### src/egs_pkg.sv
// shared types and constants of the bytewise elgamal signer
`timescale 1ns / 1ps
package egs_pkg;

  localparam int unsigned WORD_BITS = 32;
  localparam int unsigned HASH_BITS = 8;
  localparam int unsigned CFG_IDX_BITS = 2;

  localparam logic [CFG_IDX_BITS-1:0] CFG_MODULUS = 2'd0;
  localparam logic [CFG_IDX_BITS-1:0] CFG_PRIVATE_KEY = 2'd1;
  localparam logic [CFG_IDX_BITS-1:0] CFG_GENERATOR = 2'd2;

  // datapath steps; the serial ones run on the divider or the multiplier
  typedef enum logic [4:0] {
    STEP_NONE,
    STEP_GMOD,
    STEP_PMUL,
    STEP_PSQR,
    STEP_KMOD,
    STEP_EDIV,
    STEP_QMOD,
    STEP_EMUL,
    STEP_EFIN,
    STEP_UNUSE,
    STEP_CMOD,
    STEP_XMOD,
    STEP_HMOD,
    STEP_IMOD,
    STEP_RX,
    STEP_SMUL,
    STEP_OUT
  } step_e;

  typedef enum logic [4:0] {
    ST_IDLE,
    ST_DECIDE,
    ST_UNUSE,
    ST_GMOD,
    ST_PLOOP,
    ST_PMUL,
    ST_PSQR,
    ST_KMOD,
    ST_ELOOP,
    ST_EDIV,
    ST_QMOD,
    ST_EMUL,
    ST_EFIN,
    ST_CHECK,
    ST_CMOD,
    ST_XMOD,
    ST_HMOD,
    ST_IMOD,
    ST_RX,
    ST_SMUL,
    ST_OUT
  } ctl_state_e;

  typedef struct packed {
    step_e step;
    logic  launch;
    logic  write;
    logic  accept;
  } cmd_t;

  typedef struct packed {
    logic usable;
    logic start;
    logic e_zero;
    logic e_bit;
    logic r1_zero;
    logic bad;
    logic unit_done;
    logic out_free;
  } sts_t;

endpackage

### src/elgamal_bytewise_signer.sv
// top level of the bytewise elgamal signer
`timescale 1ns / 1ps
// Each request signs one hash byte h as s = k^-1 * (h - r*x) mod (p-1) and returns it with
// r = g^k mod p; a request with tuser set first loads nonce k, computes r by square and
// multiply and k^-1 by extended Euclid, and keeps both for later bytes. All work runs on one
// bit-serial divider and one bit-serial modular multiplier. A byte request with a good nonce
// runs four reductions and two multiplications; a bad or missing nonce gives status 1.
// A start request adds two reductions (g mod p and k mod p-1), up to two multiplications
// and a decision state per exponent bit, and three serial operations plus a decision state
// per Euclid step. Requests are taken one at a time; a finished result waits in the output
// register while the next request is accepted.
module elgamal_bytewise_signer #(
  parameter int unsigned WORD_BITS = egs_pkg::WORD_BITS,
  localparam int unsigned SDW = ((WORD_BITS + egs_pkg::HASH_BITS + 7) / 8) * 8,
  localparam int unsigned MDW = ((2 * WORD_BITS + 7) / 8) * 8
) (
  input  logic                             clk_i,
  input  logic                             rst_ni,
  input  logic                             cfg_we_i,
  input  logic [egs_pkg::CFG_IDX_BITS-1:0] cfg_idx_i,
  input  logic [WORD_BITS-1:0]             cfg_data_i,
  input  logic                             s_axis_tvalid,
  output logic                             s_axis_tready,
  input  logic [SDW-1:0]                   s_axis_tdata,  // nonce, hash_byte
  input  logic                             s_axis_tuser,  // start_req
  output logic                             m_axis_tvalid,
  input  logic                             m_axis_tready,
  output logic [MDW-1:0]                   m_axis_tdata,  // signature_part, commitment
  output logic                             m_axis_tuser   // status
);

  egs_pkg::cmd_t        cmd;
  egs_pkg::sts_t        sts;
  logic [WORD_BITS-1:0] sig, commit;

  egs_controller u_ctl (
    .clk_i      (clk_i),
    .rst_ni     (rst_ni),
    .in_valid_i (s_axis_tvalid),
    .in_ready_o (s_axis_tready),
    .sts_i      (sts),
    .cmd_o      (cmd)
  );

  egs_datapath #(
    .W (WORD_BITS)
  ) u_dp (
    .clk_i        (clk_i),
    .rst_ni       (rst_ni),
    .cmd_i        (cmd),
    .sts_o        (sts),
    .cfg_we_i     (cfg_we_i),
    .cfg_idx_i    (cfg_idx_i),
    .cfg_data_i   (cfg_data_i),
    .in_start_i   (s_axis_tuser),
    .in_nonce_i   (s_axis_tdata[WORD_BITS-1:0]),
    .in_hash_i    (s_axis_tdata[WORD_BITS+egs_pkg::HASH_BITS-1:WORD_BITS]),
    .out_ready_i  (m_axis_tready),
    .out_valid_o  (m_axis_tvalid),
    .out_sig_o    (sig),
    .out_commit_o (commit),
    .out_status_o (m_axis_tuser)
  );

  always_comb begin
    m_axis_tdata                            = '0;
    m_axis_tdata[WORD_BITS-1:0]             = sig;
    m_axis_tdata[2*WORD_BITS-1:WORD_BITS]   = commit;
  end

endmodule

### src/egs_datapath.sv
// datapath: registers, serial divider and serial modular multiplier
`timescale 1ns / 1ps
module egs_datapath #(
  parameter int unsigned W = egs_pkg::WORD_BITS
) (
  input  logic                            clk_i,
  input  logic                            rst_ni,
  input  egs_pkg::cmd_t                   cmd_i,
  output egs_pkg::sts_t                   sts_o,
  input  logic                            cfg_we_i,
  input  logic [egs_pkg::CFG_IDX_BITS-1:0] cfg_idx_i,
  input  logic [W-1:0]                    cfg_data_i,
  input  logic                            in_start_i,
  input  logic [W-1:0]                    in_nonce_i,
  input  logic [egs_pkg::HASH_BITS-1:0]   in_hash_i,
  input  logic                            out_ready_i,
  output logic                            out_valid_o,
  output logic [W-1:0]                    out_sig_o,
  output logic [W-1:0]                    out_commit_o,
  output logic                            out_status_o
);

  localparam int unsigned CW = $clog2(W + 1);

  logic [W-1:0] mod_q, key_q, gen_q;
  logic         start_q;
  logic [W-1:0] k_q;
  logic [egs_pkg::HASH_BITS-1:0] h_q;
  logic [W-1:0] commit_q, inv_q;
  logic         bad_q;
  logic [W-1:0] base_q, pacc_q, e_q;
  logic [W-1:0] r0_q, r1_q, t0_q, t1_q, qt_q, rn_q;
  logic [W-1:0] cm_q, xm_q, hm_q, im_q, dd_q, sq_q;
  logic         out_valid_q, out_status_q;
  logic [W-1:0] out_sig_q, out_commit_q;

  logic [W-1:0] m_w;
  logic         usable;

  // restoring divider
  logic          dv_busy_q, dv_done_q;
  logic [CW-1:0] dv_cnt_q;
  logic [W-1:0]  dv_n_q, dv_r_q, dv_d_q;
  logic [W:0]    dv_trial, dv_diff;
  logic          dv_ge;

  // shift and add modular multiplier
  logic          mu_busy_q, mu_done_q;
  logic [CW-1:0] mu_cnt_q;
  logic [W-1:0]  mu_a_q, mu_b_q, mu_m_q, mu_acc_q;
  logic [W:0]    mu_dbl, mu_sum;
  logic [W-1:0]  mu_a2, mu_a3;

  logic         is_div;
  logic [W-1:0] op_n, op_d, op_a, op_b, op_m;

  function automatic logic [W-1:0] sub_m(input logic [W-1:0] a, input logic [W-1:0] b,
                                         input logic [W-1:0] mm);
    sub_m = (a >= b) ? (a - b) : (a + (mm - b));
  endfunction

  assign m_w    = mod_q - W'(1);
  assign usable = mod_q >= W'(2);

  always_comb begin
    is_div = 1'b0;
    op_n   = gen_q;
    op_d   = m_w;
    op_a   = pacc_q;
    op_b   = base_q;
    op_m   = m_w;
    unique case (cmd_i.step)
      egs_pkg::STEP_GMOD: begin
        is_div = 1'b1;
        op_n   = gen_q;
        op_d   = mod_q;
      end
      egs_pkg::STEP_KMOD: begin
        is_div = 1'b1;
        op_n   = k_q;
      end
      egs_pkg::STEP_EDIV: begin
        is_div = 1'b1;
        op_n   = r0_q;
        op_d   = r1_q;
      end
      egs_pkg::STEP_QMOD: begin
        is_div = 1'b1;
        op_n   = qt_q;
      end
      egs_pkg::STEP_CMOD: begin
        is_div = 1'b1;
        op_n   = commit_q;
      end
      egs_pkg::STEP_XMOD: begin
        is_div = 1'b1;
        op_n   = key_q;
      end
      egs_pkg::STEP_HMOD: begin
        is_div = 1'b1;
        op_n   = W'(h_q);
      end
      egs_pkg::STEP_IMOD: begin
        is_div = 1'b1;
        op_n   = inv_q;
      end
      egs_pkg::STEP_PMUL: begin
        op_m = mod_q;
      end
      egs_pkg::STEP_PSQR: begin
        op_a = base_q;
        op_m = mod_q;
      end
      egs_pkg::STEP_EMUL: begin
        op_a = qt_q;
        op_b = t1_q;
      end
      egs_pkg::STEP_RX: begin
        op_a = cm_q;
        op_b = xm_q;
      end
      egs_pkg::STEP_SMUL: begin
        op_a = im_q;
        op_b = dd_q;
      end
      default: ;
    endcase
  end

  assign dv_trial = {dv_r_q, dv_n_q[W-1]};
  assign dv_ge    = dv_trial >= {1'b0, dv_d_q};
  assign dv_diff  = dv_trial - {1'b0, dv_d_q};

  assign mu_dbl = {mu_acc_q, 1'b0};
  assign mu_a2  = (mu_dbl >= {1'b0, mu_m_q}) ? W'(mu_dbl - {1'b0, mu_m_q}) : W'(mu_dbl);
  assign mu_sum = {1'b0, mu_a2} + {1'b0, mu_a_q};
  assign mu_a3  = (mu_sum >= {1'b0, mu_m_q}) ? W'(mu_sum - {1'b0, mu_m_q}) : W'(mu_sum);

  always_ff @(posedge clk_i or negedge rst_ni) begin
    if (!rst_ni) begin
      dv_busy_q <= 1'b0;
      dv_done_q <= 1'b0;
      dv_cnt_q  <= '0;
      mu_busy_q <= 1'b0;
      mu_done_q <= 1'b0;
      mu_cnt_q  <= '0;
    end else begin
      dv_done_q <= 1'b0;
      mu_done_q <= 1'b0;
      if (cmd_i.launch && is_div) begin
        dv_busy_q <= 1'b1;
        dv_cnt_q  <= '0;
      end else if (dv_busy_q) begin
        dv_cnt_q <= dv_cnt_q + CW'(1);
        if (dv_cnt_q == CW'(W - 1)) begin
          dv_busy_q <= 1'b0;
          dv_done_q <= 1'b1;
        end
      end
      if (cmd_i.launch && !is_div) begin
        mu_busy_q <= 1'b1;
        mu_cnt_q  <= '0;
      end else if (mu_busy_q) begin
        mu_cnt_q <= mu_cnt_q + CW'(1);
        if (mu_cnt_q == CW'(W - 1)) begin
          mu_busy_q <= 1'b0;
          mu_done_q <= 1'b1;
        end
      end
    end
  end

  always_ff @(posedge clk_i) begin
    if (cmd_i.launch && is_div) begin
      dv_n_q <= op_n;
      dv_d_q <= op_d;
      dv_r_q <= '0;
    end else if (dv_busy_q) begin
      dv_r_q <= dv_ge ? W'(dv_diff) : W'(dv_trial);
      dv_n_q <= {dv_n_q[W-2:0], dv_ge};
    end
    if (cmd_i.launch && !is_div) begin
      mu_a_q   <= op_a;
      mu_b_q   <= op_b;
      mu_m_q   <= op_m;
      mu_acc_q <= '0;
    end else if (mu_busy_q) begin
      mu_acc_q <= mu_b_q[W-1] ? mu_a3 : mu_a2;
      mu_b_q   <= {mu_b_q[W-2:0], 1'b0};
    end
  end

  // configuration, stored nonce state and output register
  always_ff @(posedge clk_i or negedge rst_ni) begin
    if (!rst_ni) begin
      mod_q       <= W'(3);
      key_q       <= '0;
      gen_q       <= W'(2);
      commit_q    <= '0;
      inv_q       <= '0;
      bad_q       <= 1'b1;
      out_valid_q <= 1'b0;
    end else begin
      if (cfg_we_i) begin
        unique case (cfg_idx_i)
          egs_pkg::CFG_MODULUS:     mod_q <= cfg_data_i;
          egs_pkg::CFG_PRIVATE_KEY: key_q <= cfg_data_i;
          egs_pkg::CFG_GENERATOR:   gen_q <= cfg_data_i;
          default: ;
        endcase
      end
      if (out_valid_q && out_ready_i) begin
        out_valid_q <= 1'b0;
      end
      if (cmd_i.write) begin
        unique case (cmd_i.step)
          egs_pkg::STEP_KMOD:  commit_q <= pacc_q;
          egs_pkg::STEP_EFIN: begin
            bad_q <= r0_q != W'(1);
            inv_q <= (r0_q == W'(1)) ? t0_q : '0;
          end
          egs_pkg::STEP_UNUSE: begin
            commit_q <= '0;
            inv_q    <= '0;
            bad_q    <= 1'b1;
          end
          egs_pkg::STEP_OUT:   out_valid_q <= 1'b1;
          default: ;
        endcase
      end
    end
  end

  always_ff @(posedge clk_i) begin
    if (cmd_i.accept) begin
      start_q <= in_start_i;
      k_q     <= in_nonce_i;
      h_q     <= in_hash_i;
    end
    if (cmd_i.write) begin
      unique case (cmd_i.step)
        egs_pkg::STEP_GMOD: begin
          base_q <= dv_r_q;
          pacc_q <= W'(1);
          e_q    <= k_q;
        end
        egs_pkg::STEP_PMUL: pacc_q <= mu_acc_q;
        egs_pkg::STEP_PSQR: begin
          base_q <= mu_acc_q;
          e_q    <= e_q >> 1;
        end
        egs_pkg::STEP_KMOD: begin
          r1_q <= dv_r_q;
          r0_q <= m_w;
          t0_q <= '0;
          t1_q <= (m_w == W'(1)) ? '0 : W'(1);
        end
        egs_pkg::STEP_EDIV: begin
          qt_q <= dv_n_q;
          rn_q <= dv_r_q;
        end
        egs_pkg::STEP_QMOD: qt_q <= dv_r_q;
        egs_pkg::STEP_EMUL: begin
          t1_q <= sub_m(t0_q, mu_acc_q, m_w);
          t0_q <= t1_q;
          r0_q <= r1_q;
          r1_q <= rn_q;
        end
        egs_pkg::STEP_CMOD: cm_q <= dv_r_q;
        egs_pkg::STEP_XMOD: xm_q <= dv_r_q;
        egs_pkg::STEP_HMOD: hm_q <= dv_r_q;
        egs_pkg::STEP_IMOD: im_q <= dv_r_q;
        egs_pkg::STEP_RX:   dd_q <= sub_m(hm_q, mu_acc_q, m_w);
        egs_pkg::STEP_SMUL: sq_q <= mu_acc_q;
        egs_pkg::STEP_OUT: begin
          out_sig_q    <= (usable && !bad_q) ? sq_q : '0;
          out_commit_q <= commit_q;
          out_status_q <= !(usable && !bad_q);
        end
        default: ;
      endcase
    end
  end

  always_comb begin
    sts_o.usable    = usable;
    sts_o.start     = start_q;
    sts_o.e_zero    = e_q == '0;
    sts_o.e_bit     = e_q[0];
    sts_o.r1_zero   = r1_q == '0;
    sts_o.bad       = bad_q;
    sts_o.unit_done = dv_done_q | mu_done_q;
    sts_o.out_free  = !out_valid_q || out_ready_i;
  end

  assign out_valid_o  = out_valid_q;
  assign out_sig_o    = out_sig_q;
  assign out_commit_o = out_commit_q;
  assign out_status_o = out_status_q;

  a_units_exclusive: assert property (@(posedge clk_i) disable iff (!rst_ni)
    !(dv_busy_q && mu_busy_q))
    else $error("divider and multiplier busy together");

  a_launch_idle: assert property (@(posedge clk_i) disable iff (!rst_ni)
    cmd_i.launch |-> (!dv_busy_q && !mu_busy_q))
    else $error("serial unit launched while busy");

  a_out_loaded: assert property (@(posedge clk_i) disable iff (!rst_ni)
    (cmd_i.write && cmd_i.step == egs_pkg::STEP_OUT) |=> out_valid_q)
    else $error("result not presented after output load");

endmodule

### src/egs_controller.sv
// controller: sequences the serial steps of one request
`timescale 1ns / 1ps
module egs_controller (
  input  logic          clk_i,
  input  logic          rst_ni,
  input  logic          in_valid_i,
  output logic          in_ready_o,
  input  egs_pkg::sts_t sts_i,
  output egs_pkg::cmd_t cmd_o
);

  egs_pkg::ctl_state_e state_q, state_d;
  logic                busy_q, busy_d;

  always_ff @(posedge clk_i or negedge rst_ni) begin
    if (!rst_ni) begin
      state_q <= egs_pkg::ST_IDLE;
      busy_q  <= 1'b0;
    end else begin
      state_q <= state_d;
      busy_q  <= busy_d;
    end
  end

  always_comb begin
    egs_pkg::ctl_state_e after;
    logic                serial;
    state_d      = state_q;
    busy_d       = busy_q;
    cmd_o.step   = egs_pkg::STEP_NONE;
    cmd_o.launch = 1'b0;
    cmd_o.write  = 1'b0;
    cmd_o.accept = 1'b0;
    in_ready_o   = 1'b0;
    after        = egs_pkg::ST_IDLE;
    serial       = 1'b1;
    unique case (state_q)
      egs_pkg::ST_IDLE: begin
        serial     = 1'b0;
        in_ready_o = 1'b1;
        if (in_valid_i) begin
          cmd_o.accept = 1'b1;
          state_d      = egs_pkg::ST_DECIDE;
        end
      end
      egs_pkg::ST_DECIDE: begin
        serial = 1'b0;
        if (sts_i.start) begin
          state_d = sts_i.usable ? egs_pkg::ST_GMOD : egs_pkg::ST_UNUSE;
        end else begin
          state_d = egs_pkg::ST_CHECK;
        end
      end
      egs_pkg::ST_UNUSE: begin
        serial      = 1'b0;
        cmd_o.step  = egs_pkg::STEP_UNUSE;
        cmd_o.write = 1'b1;
        state_d     = egs_pkg::ST_OUT;
      end
      egs_pkg::ST_GMOD: begin
        cmd_o.step = egs_pkg::STEP_GMOD;
        after      = egs_pkg::ST_PLOOP;
      end
      egs_pkg::ST_PLOOP: begin
        serial = 1'b0;
        priority if (sts_i.e_zero) begin
          state_d = egs_pkg::ST_KMOD;
        end else if (sts_i.e_bit) begin
          state_d = egs_pkg::ST_PMUL;
        end else begin
          state_d = egs_pkg::ST_PSQR;
        end
      end
      egs_pkg::ST_PMUL: begin
        cmd_o.step = egs_pkg::STEP_PMUL;
        after      = egs_pkg::ST_PSQR;
      end
      egs_pkg::ST_PSQR: begin
        cmd_o.step = egs_pkg::STEP_PSQR;
        after      = egs_pkg::ST_PLOOP;
      end
      egs_pkg::ST_KMOD: begin
        cmd_o.step = egs_pkg::STEP_KMOD;
        after      = egs_pkg::ST_ELOOP;
      end
      egs_pkg::ST_ELOOP: begin
        serial  = 1'b0;
        state_d = sts_i.r1_zero ? egs_pkg::ST_EFIN : egs_pkg::ST_EDIV;
      end
      egs_pkg::ST_EDIV: begin
        cmd_o.step = egs_pkg::STEP_EDIV;
        after      = egs_pkg::ST_QMOD;
      end
      egs_pkg::ST_QMOD: begin
        cmd_o.step = egs_pkg::STEP_QMOD;
        after      = egs_pkg::ST_EMUL;
      end
      egs_pkg::ST_EMUL: begin
        cmd_o.step = egs_pkg::STEP_EMUL;
        after      = egs_pkg::ST_ELOOP;
      end
      egs_pkg::ST_EFIN: begin
        serial      = 1'b0;
        cmd_o.step  = egs_pkg::STEP_EFIN;
        cmd_o.write = 1'b1;
        state_d     = egs_pkg::ST_CHECK;
      end
      egs_pkg::ST_CHECK: begin
        serial  = 1'b0;
        state_d = (sts_i.usable && !sts_i.bad) ? egs_pkg::ST_CMOD : egs_pkg::ST_OUT;
      end
      egs_pkg::ST_CMOD: begin
        cmd_o.step = egs_pkg::STEP_CMOD;
        after      = egs_pkg::ST_XMOD;
      end
      egs_pkg::ST_XMOD: begin
        cmd_o.step = egs_pkg::STEP_XMOD;
        after      = egs_pkg::ST_HMOD;
      end
      egs_pkg::ST_HMOD: begin
        cmd_o.step = egs_pkg::STEP_HMOD;
        after      = egs_pkg::ST_IMOD;
      end
      egs_pkg::ST_IMOD: begin
        cmd_o.step = egs_pkg::STEP_IMOD;
        after      = egs_pkg::ST_RX;
      end
      egs_pkg::ST_RX: begin
        cmd_o.step = egs_pkg::STEP_RX;
        after      = egs_pkg::ST_SMUL;
      end
      egs_pkg::ST_SMUL: begin
        cmd_o.step = egs_pkg::STEP_SMUL;
        after      = egs_pkg::ST_OUT;
      end
      egs_pkg::ST_OUT: begin
        serial     = 1'b0;
        cmd_o.step = egs_pkg::STEP_OUT;
        if (sts_i.out_free) begin
          cmd_o.write = 1'b1;
          state_d     = egs_pkg::ST_IDLE;
        end
      end
      default: begin
        serial  = 1'b0;
        state_d = egs_pkg::ST_IDLE;
      end
    endcase
    // serial steps: launch once, then store the unit's result when it reports done
    if (serial) begin
      if (!busy_q) begin
        cmd_o.launch = 1'b1;
        busy_d       = 1'b1;
      end else if (sts_i.unit_done) begin
        cmd_o.write = 1'b1;
        busy_d      = 1'b0;
        state_d     = after;
      end
    end
  end

endmodule

### config.mk
export PLATFORM = sky130hd
export DESIGN_NAME = elgamal_bytewise_signer
export DESIGN_NICKNAME = d
export VERILOG_FILES = /design/src/egs_pkg.sv /design/src/elgamal_bytewise_signer.sv /design/src/egs_datapath.sv /design/src/egs_controller.sv
export SDC_FILE = /design/constraint.sdc
export NUM_CORES = 2
export LEC_CHECK = 0
export BUFFER_PORTS_ARGS = -buffer_cell sky130_fd_sc_hd__buf_2
export CAP_MARGIN = 20
export CORE_AREA = 2 2 338 340
export DETAILED_ROUTE_END_ITERATION = 10
export DIE_AREA = 0 0 340 342
export HOLD_SLACK_MARGIN = 0.08
export PLACE_DENSITY = 0.68
export SYNTH_ARGS = -nofsm -noshare
export SYNTH_HDL_FRONTEND = slang
export SYNTH_SLANG_ARGS = --single-unit
### constraint.sdc
create_clock -name clk_i -period 11.2 [get_ports clk_i]
set_input_delay 2.8 -clock clk_i [delete_from_list [all_inputs] [get_ports clk_i]]
set_output_delay 2.8 -clock clk_i [all_outputs]
set_load 0.03 [all_outputs]
==> results.json <==
{
  "drcViolationCount": 0,
  "syn_area_um2": 55930,
  "cts_tree": "done",
  "cp-end-kind": "register",
  "slew_viol_final": 0,
  "hp-start": "u_dp.mu_acc_q[12]",
  "rsz0062_at_grt": "no",
  "port_buffers": 146,
  "worst-path-max-fanout": 31,
  "fin_crit_sh": 0.8838,
  "postSynth.asyncResetShare": 0.1851,
  "skew_ps": 47.22,
  "synthFlopType": "edfxtp_1",
  "grt_pass1_wl_um": 305700,
  "insertion_delay_ps": 730,
  "synthToLayoutAreaGrowth_pct": 11.20,
  "grt_pass1_vias": 42520,
  "tightest_slew_ps": 1297,
  "ys.warnings.count": 0,
  "routedWlPerCell_um": 30.81,
  "worstPathArrival_ps": 10510,
  "yosysUniqueCellTypes": 97,
  "maxCapViolCount": 0,
  "ys_ff_latch": 994,
  "totalWireLength_um": 217800,
  "finalNetCount": 5832,
  "finalSetupViolations": 0,
  "ys_seq_area_frac": 0.5059,
  "rows": 124,
  "core_um2": 113100,
  "cts.path.max_buffers": 3,
  "synth_edf_count": 746,
  "synth_fp_nets": 5744,
  "hold_viol": 0,
  "max_freq_mhz": 101.0,
  "grt_max_degree": 98,
  "cts_root_buffer": "clkbuf_16",
  "cp-start-kind": "register",
  "path_class": "reg -> reg",
  "critPathRequiredTime_ps": 11820,
  "die_h_um": 342,
  "hp-class": "reg -> reg",
  "r2r_start": "u_dp.mu_acc_q[1]",
  "syn_inst": 5365,
  "slew_headroom": 0.1323,
  "ios": 147,
  "cts_sinks": 994,
  "cts.clk_slew.worst_paths_ps": 60,
  "die_x_um": 340,
  "num_vias": 45900,
  "numCtsBuffers": 106,
  "fin_setup_tns_ps": 0,
  "startpoint": "u_dp.mu_acc_q[1]",
  "die-area_um2": 116300,
  "slowest_delay_ps": 750,
  "viasPerCell": 6.494,
  "cp_common_cell": "o31ai_1",
  "cp_slowest_cell": "a21oi_4",
  "dr.pass1.iters": 7,
  "post-route-min-period_ps": 9899,
  "syn_area_per_cell_um2": 10.42,
  "grt-ovfl-total": 0,
  "ant_nets": 0,
  "antenna_found_initial": 38,
  "htree_num_levels": 3,
  "drive_gt1_frac": 0.1155,
  "hpwl_um": 162200,
  "first_iter_violations": 6347,
  "start_util": 0.4945,
  "ctsResizeCount": 0,
  "hold_buffers": 0,
  "grt_usage": 0.3657,
  "outcome": "complete, no violations",
  "place.gp.congestion": 1.038,
  "postCtsSetupBuffers": 0
}
==> per-layer routing <==
| layer | share of wire | up-vias | GRT usage |
|---|---|---|---|
| li1 | - | 20160 | - |
| met1 | 0.38 | 22230 | 0.4733 |
| met2 | 0.43 | 2863 | 0.5516 |
| met3 | 0.12 | 632 | 0.09032 |
| met4 | 0.076 | 20 | 0.2298 |
| met5 | 0.00063 | - | 0 |
==> layout make-up <==
type	instances	area, um^2
antenna	15	37.54
clock buffer	146	2945
clock inverter	50	703.2
fill	9818	50910
inverter	193	726.9
multi-input combinational	3909	26080
sequential	994	28290
tap	1512	1892
timing repair buffer	249	1514
==> final timing paths <==
kind | endpoint | slack, ps | depth (start not counted)
worst max-delay path | u_dp.mu_acc_q[10] | 1300 | 31
worst min-delay path | u_dp.sq_q[12] | 470 | 0
worst max register to register | u_dp.mu_acc_q[10] | 1300 | 31
worst min register to register | u_dp.sq_q[12] | 470 | 0
max in group asynchronous | u_dp.commit_q[22] | 6970 | 3
min in group asynchronous | u_dp.mod_q[8] | 2210 | 1
==> cells in the final DEF (no fill, tap or decap), drive strengths merged, types with 109 or more instances in the layout <==
master,n
edfxtp,746
nand2,602
nor2,429
o21ai,351
a21oi,338
ha,290
buf,247
inv,192
xnor2,191
dfrtp,180
a22oi,169
a21o,148
clkbuf,148
mux2,136
nand3,112
xor2,109
==> synth_stat cells (30+ instances only) <==
library cell  instances  area share
a211oi_1             36      0.0048
mux2_2              136       0.027
xnor2_1             188       0.029
o21ai_0             339       0.030
a22o_1               35      0.0055
nor2b_1              36      0.0040
o21a_1               49      0.0066
nand2b_1             51      0.0057
a21oi_1             338       0.030
xor2_1              109       0.017
a22oi_1             169       0.023
and3_1               63      0.0070
and2_1               58      0.0065
nand2_1             600       0.040
ha_1                290       0.065
o31ai_1              30      0.0040
nand4_1              47      0.0053
nand3_1             110      0.0098
nor4_1               49      0.0055
or3_1                30      0.0034
dfxtp_1              64       0.023
a21o_1              148       0.020
edfxtp_1            746        0.40
mux2i_1              52      0.0093
o211ai_1             35      0.0047
nor2_1              429       0.029
clkbuf_1            220       0.015
a31oi_1              91       0.010
a221oi_1             39      0.0061
nor3_1               65      0.0058
inv_1               191       0.013
dfrtp_1             180       0.081
==> per-stage QoR <==
stage               cells    util  instance area [um^2]  hold WS (ps)  setup slack (ps)
CTS                  7049  0.5492                 62120         465.8              1513
finish               7068  0.5498                 62190         467.0              1301
global placement     6853  0.5170                 58470         448.0              1792
detailed placement   6853  0.5170                 58470         447.7              1574
floorplan            5365       -                 55930         431.3             585.7
global route         7054  0.5495                 62150         481.5             778.3
==> worst max-delay path: cells and delay by family, from the launching register on <==
family,cells,cell delay [ps]
compound gates,19,6140
xor+xnor,1,240
fa+ha+maj,3,1150
mux,2,410
flops,1,670
simple gates,4,740
buf+inv,2,410
==> kinds of logic (layout without fill, tap and decap cells) <==
| logic type | count (synthesis) | count (layout) | synth area share |
|---|---|---|---|
| multiplexers | 188 | 188 | 0.03669 |
| other | 0 | 15 | 0 |
| buffers and inverters | 462 | 638 | 0.03210 |
| XOR/XNOR | 300 | 300 | 0.04779 |
| adder cells (fa/ha/maj) | 299 | 299 | 0.06810 |
| flip-flops | 994 | 994 | 0.5059 |
| AND/OR/NAND/NOR | 1612 | 1612 | 0.1336 |
| AO/OA/AOI/OAI | 1510 | 1510 | 0.1758 |
Power is left out: the tool's default activity adds up to more than one toggle a clock period on the data nets, which glitch-free logic cannot reach.
